## config.mk

```make
export PLATFORM = sky130hd
export DESIGN_NAME = gsr_div
export DESIGN_NICKNAME = d
export VERILOG_FILES = /design/src/hw/rtl/gsr_pkg.sv /design/src/hw/rtl/gsr_div.sv
export SDC_FILE = /design/constraint.sdc
export NUM_CORES = 1
export LEC_CHECK = 0
export ABC_AREA = 1
export BUFFER_PORTS_ARGS = -buffer_cell sky130_fd_sc_hd__buf_2
export CAP_MARGIN = 20
export CORE_MARGIN = 8
export CORE_UTILIZATION = 55
export CTS_CLUSTER_SIZE = 40
export DETAILED_ROUTE_END_ITERATION = 10
export PLACE_DENSITY = 0.74
export SETUP_SLACK_MARGIN = 0.02
export SLEW_MARGIN = 0
export SYNTH_ARGS = -nofsm -noshare
export SYNTH_HDL_FRONTEND = slang
export SYNTH_SLANG_ARGS = --single-unit
```

## constraint.sdc

```tcl
create_clock -name clk -period 24.6 [get_ports clk]
set_input_delay 6.15 -clock clk [delete_from_list [all_inputs] [get_ports clk]]
set_output_delay 6.15 -clock clk [all_outputs]
set_load 0.02 [all_outputs]
```

## src/hw/rtl/gsr_pkg.sv

```systemverilog
// Shared types, constants and tables of the Gaussian splat pixel renderer.
package gsr_pkg;

    localparam int GS_MAX = 256;
    localparam int GS_AW = $clog2(GS_MAX);
    localparam int GS_CW = $clog2(GS_MAX + 1);
    localparam int NUM_CHANNELS = 3;

    localparam logic [29:0] INV_TWO_PI_Q32 = 30'd683565276;
    localparam logic [30:0] LOG2E_Q30 = 31'd1549082005;
    localparam logic [30:0] EXP_ARG_CAP = 31'd1342177280;
    localparam logic [15:0] CUTOFF_RESET = 16'd8192;

    // Render pipeline stage positions after the store read.
    localparam int ST_A = 0;
    localparam int ST_B = 1;
    localparam int ST_C = 2;
    localparam int ST_D = 3;
    localparam int ST_E = 4;
    localparam int ST_F = 5;
    localparam int ST_G = 6;
    localparam int ST_H = 15;
    localparam int ST_I = 16;
    localparam int ST_J = 17;
    localparam int NST = 18;
    localparam int NTAG = ST_I + 1;
    localparam int NEXP = 8;

    typedef enum logic [1:0] {
        CMD_CLEAR  = 2'd0,
        CMD_LOAD   = 2'd1,
        CMD_RENDER = 2'd2,
        CMD_NONE   = 2'd3
    } cmd_t;

    typedef struct packed {
        logic signed [18:0] mean_x;
        logic signed [18:0] mean_y;
        logic signed [31:0] inv_a;
        logic signed [31:0] inv_b;
        logic signed [31:0] inv_d;
        logic [31:0]        scale;
        logic [47:0]        colors;
    } entry_t;

    typedef struct packed {
        logic             en;
        logic [GS_AW-1:0] addr;
        entry_t           data;
    } store_wr_t;

    typedef struct packed {
        logic        start;
        logic [55:0] num;
        logic [47:0] den;
        logic [5:0]  qbits;
    } div_req_t;

    typedef struct packed {
        logic        busy;
        logic        done;
        logic [31:0] quot;
    } div_rsp_t;

    typedef struct packed {
        logic            valid;
        logic [2:0][15:0] ch;
    } res_t;

    typedef struct packed {
        logic        zero;
        logic [31:0] scale;
        logic [47:0] colors;
    } tag_t;

    typedef enum logic [1:0] {DIV_IDLE, DIV_CHECK, DIV_RUN} div_state_t;

    typedef enum logic [2:0] {
        LD_IDLE, LD_MUL, LD_DET, LD_DIV_GO, LD_DIV_WAIT, LD_SQRT, LD_SMUL, LD_WRITE
    } ld_state_t;

    typedef enum logic [1:0] {LDIV_A, LDIV_D, LDIV_B, LDIV_S} ldiv_t;

    typedef enum logic [2:0] {
        RD_IDLE, RD_ISSUE, RD_DRAIN, RD_DIV_GO, RD_DIV_WAIT, RD_DONE
    } rd_state_t;

    typedef enum logic [1:0] {TOP_IDLE, TOP_LOAD, TOP_RENDER} top_state_t;

    // 2^(-2^(b-8)) in Q0.32 for fraction bit b.
    function automatic logic [31:0] frac_pow(input logic [2:0] b);
        logic [31:0] f;
        unique case (b)
            3'd0: f = 32'd4283353945;
            3'd1: f = 32'd4271771996;
            3'd2: f = 32'd4248701965;
            3'd3: f = 32'd4202935005;
            3'd4: f = 32'd4112874773;
            3'd5: f = 32'd3938502376;
            3'd6: f = 32'd3611622603;
            3'd7: f = 32'd3037000500;
        endcase
        return f;
    endfunction

endpackage

```

## src/hw/rtl/gsr_div.sv

```systemverilog
// Shared restoring divider with a saturating quotient of selectable width.
module gsr_div (
    input  logic              clk,
    input  logic              rst_n,
    input  gsr_pkg::div_req_t req,
    output gsr_pkg::div_rsp_t rsp
);
    import gsr_pkg::*;

    div_state_t  state_reg, state_next;
    logic [55:0] rem_reg;
    logic [79:0] dsh_reg;
    logic [31:0] quot_reg;
    logic [5:0]  cnt_reg;
    logic [5:0]  qb_reg;
    logic        done_reg;
    logic        ge;
    logic [32:0] sat_mask;

    assign ge = {24'd0, rem_reg} >= dsh_reg;
    assign sat_mask = (33'd1 << qb_reg) - 33'd1;

    always_comb
    begin
        state_next = state_reg;
        unique case (state_reg)
            DIV_IDLE:  if (req.start) state_next = DIV_CHECK;
            DIV_CHECK: state_next = ge ? DIV_IDLE : DIV_RUN;
            DIV_RUN:   if (cnt_reg == 6'd1) state_next = DIV_IDLE;
            default:   state_next = DIV_IDLE;
        endcase
    end

    always_comb
    begin
        rsp.busy = (state_reg != DIV_IDLE);
        rsp.done = done_reg;
        rsp.quot = quot_reg;
    end

    always_ff @(posedge clk or negedge rst_n)
    begin
        if (!rst_n)
        begin
            state_reg <= DIV_IDLE;
            done_reg  <= 1'b0;
        end
        else
        begin
            state_reg <= state_next;
            done_reg  <= ((state_reg == DIV_CHECK) && ge) ||
                         ((state_reg == DIV_RUN) && (cnt_reg == 6'd1));
        end
    end

    always_ff @(posedge clk)
    begin
        unique case (state_reg)
            DIV_IDLE:
            begin
                if (req.start)
                begin
                    rem_reg <= req.num;
                    dsh_reg <= {32'd0, req.den} << req.qbits;
                    cnt_reg <= req.qbits;
                    qb_reg  <= req.qbits;
                end
            end
            DIV_CHECK:
            begin
                // The quotient overflows its width exactly when num >= den << qbits.
                quot_reg <= ge ? sat_mask[31:0] : 32'd0;
                dsh_reg  <= dsh_reg >> 1;
            end
            DIV_RUN:
            begin
                if (ge)
                    rem_reg <= rem_reg - dsh_reg[55:0];
                quot_reg <= {quot_reg[30:0], ge};
                dsh_reg  <= dsh_reg >> 1;
                cnt_reg  <= cnt_reg - 6'd1;
            end
            default:
            begin
            end
        endcase
    end

endmodule

```

==> out/metrics.sh <==
FINALNETCOUNT=2904
CLK_PATH_BUF_DEPTH=2
P_SW_mW=1.45
PWR_DENSITY_CELL_nW_PER_UM2=145
CRITPATHMOSTFREQUENTCELL='sky130_fd_sc_hd__nand3_1'
IO_PINS=147
NUMCTSBUFFERS=17
IO_BUFFER_COUNT=146
HOLDBUFCOUNTCTS=0
HIGHEST_CLOCK_RATE_MHz=116
CRIT_PATH_START_KIND='primary input'
WORST_SKEW_PAIR.LATE_LATENCY_NS=0.47
CELLS_ALONG_THE_CRITICAL_PATH='buf_2, buf_4, clkinv_1, buf_4, nand3_1, nand3_1, o21ai_1, nand2_1, nand3_1, a22oi_2'
TIMING.SLEW.HEADROOM_PCT=27.8
CRITICAL-PATH-SLOWEST-CELL='sky130_fd_sc_hd__clkinv_1'
INSERTEDDIODECOUNT=0
FP.DIEW_UM=193
GLOBALROUTEOVERFLOWTOTAL=0
FIRST_PASS_GRT_WIRE_LENGTH_UM=97400
FINAL_COMMON_CELL='sky130_fd_sc_hd__nand2_1'
FILLER_CELL_COUNT=3101
SYNTH.FF_LATCH_COUNT=183
CRITICAL-PATH-TOP-DELAY-FAMILY='buffers and inverters'
NUMCLOCKSINKS=183
WORST_SETUP_HOLD_PATH_CLK_SLEW_NS=0.09
CP_DATA_REQUIRED_TIME_NS=24.80
FINAL-MAX-SLEW-VIOLATION-COUNT=0
NET_COUNT_AFTER_SYNTHESIS=2834
SYNTH.YOSYS.WARNINGS=0
FINAL_CELL_MIX='sky130_fd_sc_hd__nand2_1, sky130_fd_sc_hd__nand3_1, sky130_fd_sc_hd__inv_1'
ROUTABILITY_CONGESTION_ESTIMATE=1.06
ANTENNA_VIOLATIONS_BEFORE_REPAIR=0
PATH_BUF_INV=4
HOLDCRITPATHCLASS='flop to flop'
SLOWEST_DELAY_NS=0.64
FP.DIEAREA_UM2=37300
MAXIMUM_LEVEL_OF_THE_CTS_H_TREE=4
CRITICAL_PATH.ENDPOINT_TYPE='flop'
FLOORPLAN.DIE.HEIGHT_UM=193
FINALHOLDVIOLCOUNT=0
POST_DRT_VIA_CELL_RATIO=5.86
DESIGN.CORE.AREA_UM2=31200
RSZ_0062_RAISED_AFTER_GLOBAL_ROUTING='false'
NETSWITCHINGFRACTION_PCT=53.8
YOSYSUNIQUECELLTYPES=56
CTS_TREE='yes'
STARTING_UTILIZATION_OF_THE_CORE_AREA_PCT=55.3
LARGEST_REG_FLOPS=80
DETAIL-ROUTE-ANTENNA-NETS=0
FIRST_GLOBAL_VIAS=17200
POWER.SHARE.CLOCK_PCT=11.2
SETUP_TOTAL_NEGATIVE_SLACK_NS=0
WL_PER_CELL_UM=19.9
REGISTER_AREA_SHARE_AFTER_SYNTHESIS_PCT=31.7
SYNTH_AREA_PER_CELL_UM2=6.50
DRIVE_ABOVE_1_SHARE_PCT=10.8
FINALCLOCKSKEW_NS=0.0191
GRT_USAGE_PCT=32.9
CRITPATHMAXFANOUT=52
ROWS=65
DRT_FIRST_ITER_VIOLATIONS=2732
PWR-SHARE-SEQ_PCT=25.0
LAYOUT_WORST_PATH_CYCLE_SHARE_PCT=35.1
IRDROPWORSTVDD_mV=0.0901
INTPOWER_mW=1.25
POST-CTS-SETUP-BUFFER-COUNT=0
POST_CTS_RESIZE_COUNT=0
TIMING_WORST_SLEW_PIN_VALUE_NS=1.08
DR_PASS1_ITERATIONS=8
GRT_START_MAX_NET_PINS=83
LEAKAGE_nW=9.24
SETUP.WORST_PATH.CLASS='primary input to flop'
DETAILEDPLACEMENTHPWL_UM=49100
DETAIL_ROUTE.DRC_VIOLATIONS=0
CAP_VIOL_MAX_COUNT=0
ROUTED_WL_UM=62600
TIMING.FINAL.CRIT_PERIOD_NS=8.64
CLOCKROOTBUFFER='sky130_fd_sc_hd__clkbuf_16'
NETLIST_INSTANCES=2658
SHARE_COMB_OF_TOTAL_POWER_PCT=63.8
FIN_TOTAL_PWR_mW=2.70
CRITICAL_PATH_ARRIVAL_NS=8.84
OUTCOME='finished, final reports clean'
TIMING.FINAL.SETUP_VIOLATIONS=0
VIAS=18400
SYN-CELL-AREA_UM2=17300
AREA_GROWTH_PCT=8.20
-- tightest hold or removal path, cell delays in order, from the launching register on --
cell	delay, ns
sky130_fd_sc_hd__edfxtp_1	0.34
sky130_fd_sc_hd__nand2_1	0.06
sky130_fd_sc_hd__nand2_1	0.05
-- Yosys cell counts (all sizes together) --
master	instances	area, um^2
a22oi	7	62.6
a21o	4	30.0
and2	28	193
edfxtp	180	5410
inv	309	1170
nor4	5	31.3
fa	1	20.0
o31ai	2	15.0
xor2	10	87.6
nor3	22	115
o22ai	12	75.1
and3	2	12.5
nand4	34	219
nor2	212	886
o211ai	28	220
a31oi	3	18.8
a311oi	1	8.76
clkinv	3	11.3
nand2	958	3630
a21boi	1	7.51
o21ai	134	712
dfrtp	3	75.1
o21a	1	7.51
buf	69	430
clkbuf	39	146
xnor2	20	175
or2	24	150
a21oi	89	449
o21bai	17	128
a2111oi	1	8.76
mux2i	9	128
ha	62	776
nand3b	8	60.1
nand3	360	1820
-- final cells by class --
class / instances / area [um^2] / share of cell area (%)
clock inverter: 15 / 204 / 1.09
multi-input combinational: 2055 / 10100 / 53.9
inverter: 312 / 1180 / 6.31
tap: 402 / 503 / 2.69
sequential: 183 / 5480 / 29.3
timing repair buffer: 159 / 828 / 4.43
clock buffer: 17 / 425 / 2.28
-- cells by family after synthesis --
family	count (synthesis)	synth area share [%]
compound gates	300	10.1
xor+xnor	30	1.52
fa+ha+maj	63	4.60
buf+inv	420	10.2
flops	183	31.7
mux	9	0.738
simple gates	1653	41.2
-- stage by stage --
step	hold slack, ns	cells	worst slack [ns]	cell area, um^2	utilization [%]
after global placement	0.493	3111	15.67	18100	57.9
final	0.549	3143	15.96	18700	59.9
after detailed placement	0.525	3111	15.63	18100	57.9
after CTS	0.546	3143	16.11	18700	59.9
after floorplan	0.474	2658	14.76	17300	-
after global routing	0.568	3143	15.87	18700	59.9
-- per-layer routing --
metal	track usage (%)	wire (um)	vias to the layer above	share of wire (%)
li1	-	-	8858	-
met1	44.4	26400	8455	42
met2	50.8	27200	962	44
met3	7.43	6660	132	11
met4	12.2	2280	0	3.6
met5	0	0	-	0
-- path summary, 6_finish.rpt --
check	from	end	slack [ns]	cells past startpoint
max	req[2]	dsh_reg[48]	15.96	10
min	quot_reg[3]	quot_reg[4]	0.55	2
max reg2reg	dsh_reg[0]	rem_reg[30]	20.64	16
min reg2reg	quot_reg[3]	quot_reg[4]	0.55	2
max in group asynchronous	rst_n	state_reg[1]	19.02	1
min in group asynchronous	rst_n	state_reg[0]	5.47	1
-- power groups by stage --
stage / logic [mW] / registers, mW / clock network (mW)
3_5_place_dp: 1.67 / 0.676 / 0
3_3_place_gp: 1.65 / 0.673 / 0
4_1_cts: 1.68 / 0.673 / 0.303
2_1_floorplan: 1.16 / 0.699 / 0
5_1_grt: 1.89 / 0.688 / 0.313
6_report: 1.73 / 0.675 / 0.302
Note: power is estimated with default switching activity, not from simulation.
