**config.mk**
```make
export PLATFORM = sky130hd
export DESIGN_NAME = gsr_load
export DESIGN_NICKNAME = d
export VERILOG_FILES = /design/src/hw/rtl/gsr_pkg.sv /design/src/hw/rtl/gsr_load.sv
export SDC_FILE = /design/constraint.sdc
export NUM_CORES = 2
export LEC_CHECK = 0
export ABC_AREA = 1
export BUFFER_PORTS_ARGS = -buffer_cell sky130_fd_sc_hd__buf_2
export CAP_MARGIN = 20
export CORE_MARGIN = 1.5
export CORE_UTILIZATION = 58
export CTS_CLUSTER_DIAMETER = 50
export DETAILED_ROUTE_END_ITERATION = 8
export PLACE_DENSITY = 0.91
export SYNTH_ARGS = -nofsm -noshare
export SYNTH_HDL_FRONTEND = slang
export SYNTH_SLANG_ARGS = --single-unit
```
**constraint.sdc**
```tcl
create_clock -name clk -period 18.9 [get_ports clk]
set_input_delay 1.89 -clock clk [delete_from_list [all_inputs] [get_ports clk]]
set_output_delay 1.89 -clock clk [all_outputs]
set_load 0.01 [all_outputs]
```
**src/hw/rtl/gsr_pkg.sv**
```systemverilog
// Shared types, constants and tables of the Gaussian splat pixel renderer.
package gsr_pkg;

    localparam int GS_MAX = 256;
    localparam int GS_AW = $clog2(GS_MAX);
    localparam int GS_CW = $clog2(GS_MAX + 1);
    localparam int NUM_CHANNELS = 3;

    localparam logic [29:0] INV_TWO_PI_Q32 = 30'd683565276;
    localparam logic [30:0] LOG2E_Q30 = 31'd1549082005;
    localparam logic [30:0] EXP_ARG_CAP = 31'd1342177280;
    localparam logic [15:0] CUTOFF_RESET = 16'd8192;

    // Render pipeline stage positions after the store read.
    localparam int ST_A = 0;
    localparam int ST_B = 1;
    localparam int ST_C = 2;
    localparam int ST_D = 3;
    localparam int ST_E = 4;
    localparam int ST_F = 5;
    localparam int ST_G = 6;
    localparam int ST_H = 15;
    localparam int ST_I = 16;
    localparam int ST_J = 17;
    localparam int NST = 18;
    localparam int NTAG = ST_I + 1;
    localparam int NEXP = 8;

    typedef enum logic [1:0] {
        CMD_CLEAR  = 2'd0,
        CMD_LOAD   = 2'd1,
        CMD_RENDER = 2'd2,
        CMD_NONE   = 2'd3
    } cmd_t;

    typedef struct packed {
        logic signed [18:0] mean_x;
        logic signed [18:0] mean_y;
        logic signed [31:0] inv_a;
        logic signed [31:0] inv_b;
        logic signed [31:0] inv_d;
        logic [31:0]        scale;
        logic [47:0]        colors;
    } entry_t;

    typedef struct packed {
        logic             en;
        logic [GS_AW-1:0] addr;
        entry_t           data;
    } store_wr_t;

    typedef struct packed {
        logic        start;
        logic [55:0] num;
        logic [47:0] den;
        logic [5:0]  qbits;
    } div_req_t;

    typedef struct packed {
        logic        busy;
        logic        done;
        logic [31:0] quot;
    } div_rsp_t;

    typedef struct packed {
        logic            valid;
        logic [2:0][15:0] ch;
    } res_t;

    typedef struct packed {
        logic        zero;
        logic [31:0] scale;
        logic [47:0] colors;
    } tag_t;

    typedef enum logic [1:0] {DIV_IDLE, DIV_CHECK, DIV_RUN} div_state_t;

    typedef enum logic [2:0] {
        LD_IDLE, LD_MUL, LD_DET, LD_DIV_GO, LD_DIV_WAIT, LD_SQRT, LD_SMUL, LD_WRITE
    } ld_state_t;

    typedef enum logic [1:0] {LDIV_A, LDIV_D, LDIV_B, LDIV_S} ldiv_t;

    typedef enum logic [2:0] {
        RD_IDLE, RD_ISSUE, RD_DRAIN, RD_DIV_GO, RD_DIV_WAIT, RD_DONE
    } rd_state_t;

    typedef enum logic [1:0] {TOP_IDLE, TOP_LOAD, TOP_RENDER} top_state_t;

    // 2^(-2^(b-8)) in Q0.32 for fraction bit b.
    function automatic logic [31:0] frac_pow(input logic [2:0] b);
        logic [31:0] f;
        unique case (b)
            3'd0: f = 32'd4283353945;
            3'd1: f = 32'd4271771996;
            3'd2: f = 32'd4248701965;
            3'd3: f = 32'd4202935005;
            3'd4: f = 32'd4112874773;
            3'd5: f = 32'd3938502376;
            3'd6: f = 32'd3611622603;
            3'd7: f = 32'd3037000500;
        endcase
        return f;
    endfunction

endpackage

```
**src/hw/rtl/gsr_load.sv**
```systemverilog
// Load sequencer: determinant, inverse covariance, square root and scale of one Gaussian.
module gsr_load (
    input  logic                        clk,
    input  logic                        rst_n,
    input  logic                        start,
    input  logic [gsr_pkg::GS_AW-1:0]   addr,
    input  logic signed [18:0]          mean_x,
    input  logic signed [18:0]          mean_y,
    input  logic [23:0]                 cov_xx,
    input  logic signed [23:0]          cov_xy,
    input  logic [23:0]                 cov_yy,
    input  logic [15:0]                 opacity,
    input  logic [15:0]                 color_0,
    input  logic [15:0]                 color_1,
    input  logic [15:0]                 color_2,
    output logic                        done,
    output gsr_pkg::store_wr_t          wr,
    output gsr_pkg::div_req_t           div_req,
    input  gsr_pkg::div_rsp_t           div_rsp
);
    import gsr_pkg::*;

    ld_state_t          state_reg, state_next;
    ldiv_t              sel_reg;
    logic [GS_AW-1:0]   addr_reg;
    logic signed [18:0] mx_reg, my_reg;
    logic [23:0]        cxx_reg, cyy_reg;
    logic signed [23:0] cxy_reg;
    logic [15:0]        op_reg;
    logic [47:0]        col_reg;
    logic [47:0]        p1_reg, p2_reg, udet_reg;
    logic [30:0]        inva_reg, invd_reg, invbm_reg;
    logic [31:0]        scale_reg;
    logic [63:0]        sq_v_reg, sq_r_reg, sq_bit_reg;
    logic [4:0]         sq_cnt_reg;
    logic [45:0]        smul_reg;

    logic [23:0] acxy;
    logic [48:0] det_c;
    logic [47:0] udet_c;
    logic [63:0] sq_try;
    logic        sq_ge;
    logic        cxy_pos;
    logic [31:0] invb_c;

    assign acxy    = cxy_reg[23] ? (~cxy_reg + 24'd1) : cxy_reg;
    assign det_c   = {1'b0, p1_reg} - {1'b0, p2_reg};
    assign udet_c  = (det_c[48] || (det_c == 49'd0)) ? 48'd1 : det_c[47:0];
    assign sq_try  = sq_r_reg + sq_bit_reg;
    assign sq_ge   = sq_v_reg >= sq_try;
    assign cxy_pos = !cxy_reg[23] && (cxy_reg != 24'sd0);
    assign invb_c  = cxy_pos ? (~{1'b0, invbm_reg} + 32'd1) : {1'b0, invbm_reg};

    always_comb
    begin
        state_next = state_reg;
        unique case (state_reg)
            LD_IDLE:     if (start) state_next = LD_MUL;
            LD_MUL:      state_next = LD_DET;
            LD_DET:      state_next = LD_DIV_GO;
            LD_DIV_GO:   state_next = LD_DIV_WAIT;
            LD_DIV_WAIT:
            begin
                if (div_rsp.done)
                begin
                    if (sel_reg == LDIV_B)
                        state_next = LD_SQRT;
                    else if (sel_reg == LDIV_S)
                        state_next = LD_WRITE;
                    else
                        state_next = LD_DIV_GO;
                end
            end
            LD_SQRT:     if (sq_cnt_reg == 5'd0) state_next = LD_SMUL;
            LD_SMUL:     state_next = LD_DIV_GO;
            LD_WRITE:    state_next = LD_IDLE;
            default:     state_next = LD_IDLE;
        endcase
    end

    always_comb
    begin
        div_req.start = (state_reg == LD_DIV_GO);
        unique case (sel_reg)
            LDIV_A:
            begin
                div_req.num   = {4'd0, cyy_reg, 28'd0};
                div_req.den   = udet_reg;
                div_req.qbits = 6'd31;
            end
            LDIV_D:
            begin
                div_req.num   = {4'd0, cxx_reg, 28'd0};
                div_req.den   = udet_reg;
                div_req.qbits = 6'd31;
            end
            LDIV_B:
            begin
                div_req.num   = {4'd0, acxy, 28'd0};
                div_req.den   = udet_reg;
                div_req.qbits = 6'd31;
            end
            LDIV_S:
            begin
                div_req.num   = {10'd0, smul_reg};
                div_req.den   = {10'd0, sq_r_reg[31:0], 6'd0};
                div_req.qbits = 6'd32;
            end
        endcase
        done                = (state_reg == LD_WRITE);
        wr.en               = (state_reg == LD_WRITE);
        wr.addr             = addr_reg;
        wr.data.mean_x      = mx_reg;
        wr.data.mean_y      = my_reg;
        wr.data.inv_a       = {1'b0, inva_reg};
        wr.data.inv_b       = invb_c;
        wr.data.inv_d       = {1'b0, invd_reg};
        wr.data.scale       = scale_reg;
        wr.data.colors      = col_reg;
    end

    always_ff @(posedge clk or negedge rst_n)
    begin
        if (!rst_n)
            state_reg <= LD_IDLE;
        else
            state_reg <= state_next;
    end

    always_ff @(posedge clk)
    begin
        unique case (state_reg)
            LD_IDLE:
            begin
                if (start)
                begin
                    addr_reg <= addr;
                    mx_reg   <= mean_x;
                    my_reg   <= mean_y;
                    cxx_reg  <= cov_xx;
                    cxy_reg  <= cov_xy;
                    cyy_reg  <= cov_yy;
                    op_reg   <= opacity;
                    col_reg  <= {color_2, color_1, color_0};
                end
            end
            LD_MUL:
            begin
                p1_reg <= cxx_reg * cyy_reg;
                p2_reg <= acxy * acxy;
            end
            LD_DET:
            begin
                udet_reg   <= udet_c;
                sel_reg    <= LDIV_A;
                sq_v_reg   <= {udet_c, 16'd0};
                sq_r_reg   <= 64'd0;
                sq_bit_reg <= 64'd1 << 62;
                sq_cnt_reg <= 5'd31;
            end
            LD_DIV_WAIT:
            begin
                if (div_rsp.done)
                begin
                    unique case (sel_reg)
                        LDIV_A:
                        begin
                            inva_reg <= div_rsp.quot[30:0];
                            sel_reg  <= LDIV_D;
                        end
                        LDIV_D:
                        begin
                            invd_reg <= div_rsp.quot[30:0];
                            sel_reg  <= LDIV_B;
                        end
                        LDIV_B: invbm_reg <= div_rsp.quot[30:0];
                        LDIV_S: scale_reg <= div_rsp.quot;
                    endcase
                end
            end
            LD_SQRT:
            begin
                if (sq_ge)
                begin
                    sq_v_reg <= sq_v_reg - sq_try;
                    sq_r_reg <= (sq_r_reg >> 1) + sq_bit_reg;
                end
                else
                begin
                    sq_r_reg <= sq_r_reg >> 1;
                end
                sq_bit_reg <= sq_bit_reg >> 2;
                sq_cnt_reg <= sq_cnt_reg - 5'd1;
            end
            LD_SMUL:
            begin
                smul_reg <= op_reg * INV_TWO_PI_Q32;
                sel_reg  <= LDIV_S;
            end
            default:
            begin
            end
        endcase
    end

endmodule

```
==> metrics <==
GPL Wtd Cong=1.07; Worst Tran Pin Value=1150 ps; routing usage on met1=0.438; Root Driver=clkbuf_16; GRT Total Usage=0.390; FFs w/ async S/R, synth=0.00452; cell area after layout=0.0912 mm^2; Setup Fix Bufs, Post-CTS=0; Final setup violation count=0; Worst Hold End=sq_cnt_reg[4]; worst reg2reg endpoint=p2_reg[41]; Period minus WS final=9730 ps; # Max-Cap Violations=0; CTS Buf Count=101; Critical Path RT=19390 ps; Synth area leaders=fa_1 (25%), edfxtp_1 (24%), inv_1 (11%); number of global-route vias before repair=74300; Post-synth top cells=inv_1 (2425), nand2_1 (2154), fa_1 (1047), nor2_1 (886), ha_1 (712); R2R cell count=30; Synth Area per Inst=8.24 um^2; startpoint types=register; Tcrit/Tclk final=0.515; Min-Delay Path Class=reg2reg; Core ar.=0.142 mm^2; final WL=283000 um; TritonCTS clock tree=done; CTS sink cnt=664; Die H=381 um; largest net degree at the start of global routing=78; Post-Syn Instances=10100; Crit. End Element=register; Initial Util=0.585; Initial DRC Count=6820; most common cell in the netlist=inv_1; status=completed; most common flop cell mapped by yosys=edfxtp_1; Resize count post-CTS=0; met2 usage=0.656; cell row count=138; Die ar.=0.145 mm^2; final hold viol count=0; warnings from Yosys=0; Placed Area=0.0877 mm^2; port bufs=544; Remaining Overflow, GRT=0; io pins=554; Final ANT Viol Nets=0; Via Count=71200; sequential share of the synthesized area=0.240; Hold Crit Start=sq_cnt_reg[4]; area occupied by multi-input gates=0.0528 mm^2; DIE WIDTH=381 um; Max Slew Vio Count=0; R2R Setup Slk=9170 ps; Initial DRT Pass Iterations=9; WL per Instance=22.6 um; GRT busiest layer=met2; worst-path fanout max=16; pre-CTS worst setup slack=9470 ps; hold path depth=2; CTS Buffer Depth=3; area growth from synthesis to layout=10.0%; f_max=0.103 GHz; share of cells above drive strength 1=0.0814; hold_buf cts=0; DPL Wire Length=229000 um; EDFF count, synth=661; Layout Skew=40.7 ps; Seq cells post-synth=664; Synth area leader=fa_1; unrepaired setup endpoints after global routing=false; Crit Path Class=reg2reg; vias per cell=5.68; Relative slew margins=0.232; # nets final=12500; DRC viols=0; Mapped Area=0.0829 mm^2; Max stage delay on crit path=950 ps; Reg area=0.0199 mm^2; setup ws final=9170 ps; synth unique cells=62; H-Tree Depth=3; met3 Usage GRT=0.0890; crit path max-delay cell type=clkinv_1; top-area cell type share of the netlist area=0.253; CP arrival=10220 ps; initial antenna violation count=26; Fill cells=11700; Clock transition at path regs=60 ps; worst-skew pair later-pin latency=770 ps; first-pass GRT wire length=427000 um; Total Neg Setup Slack=0 ps; reg-to-reg startpoint=cxy_reg[0]
==> final cells by class <==
| type | instances | area share |
|---|---|---|
| tap | 1890 | 0.0259 |
| multi-input combinational | 6700 | 0.579 |
| clock inverter | 76 | 0.00937 |
| inverter | 2442 | 0.101 |
| sequential | 664 | 0.218 |
| clock buffer | 110 | 0.0283 |
| antenna | 16 | 0.000439 |
| timing repair buffer | 635 | 0.0379 |
==> placed cells by master, fill, tap and decap left out, types with 102 or more instances in the layout <==
cell type	netlist	layout
xnor2_1	117	117
buf_2	14	544
nand3_1	254	254
fa_1	1047	1047
o21ai_0	355	353
ha_1	712	712
inv_1	2425	2424
nand2_1	2154	2153
clkbuf_16	0	102
nor2_1	886	880
a21oi_1	464	464
xor2_1	172	171
edfxtp_1	661	661
==> cell families (layout without fill, tap and decap cells) <==
kind of cell | after synthesis | after routing | share of synthesized area
AO/OA/AOI/OAI | 1082 | 1082 | 0.0726
buffers and inverters | 2717 | 3263 | 0.125
adder cells (fa/ha/maj) | 1759 | 1759 | 0.360
other | 2 | 41 | 0.0000906
XOR/XNOR | 289 | 289 | 0.0305
AND/OR/NAND/NOR | 3545 | 3545 | 0.171
flip-flops | 664 | 664 | 0.240
==> how the worst max path moves through the flow <==
| stage | from | to | slack (ps) | depth (start not counted) |
|---|---|---|---|---|
| after floorplan | start | addr_reg[0] | 6440 | 2 |
| after global placement | cxy_reg[0] | p2_reg[41] | 9530 | 35 |
| after detailed placement | cxy_reg[0] | p2_reg[41] | 9470 | 35 |
| after CTS | cxy_reg[0] | p2_reg[41] | 9410 | 36 |
| after global routing | cxy_reg[0] | p2_reg[41] | 8640 | 36 |
| final | cxy_reg[0] | p2_reg[41] | 9170 | 30 |
==> metrics by stage <==
| step | hold slack [ps] | std cells | util |
|---|---|---|---|
| detailed placement | 568 | 12300 | 0.618 |
| global placement | 548 | 12300 | 0.618 |
| global route | 599 | 12500 | 0.643 |
| finish | 582 | 12500 | 0.643 |
| CTS | 586 | 12500 | 0.643 |
| floorplan | 496 | 10100 | - |
==> worst max-delay path, delay by kind of cell, from the launching register on <==
| family | cells | cell delay, ps |
|---|---|---|
| compound gates | 7 | 1200 |
| xor+xnor | 1 | 180 |
| fa+ha+maj | 8 | 3880 |
| buf+inv | 8 | 1590 |
| flops | 1 | 660 |
| simple gates | 6 | 1910 |
==> per-layer routing <==
metal  vias to the layer above  routed length [um]
met5                         -                  34
met4                         6               24400
met3                      1244               27600
met2                      4145              134000
met1                     33800               96400
li1                      32000                   -
Power is not shown: default switching activity piles up to over one toggle a cycle in this logic, so the estimate is an artifact.
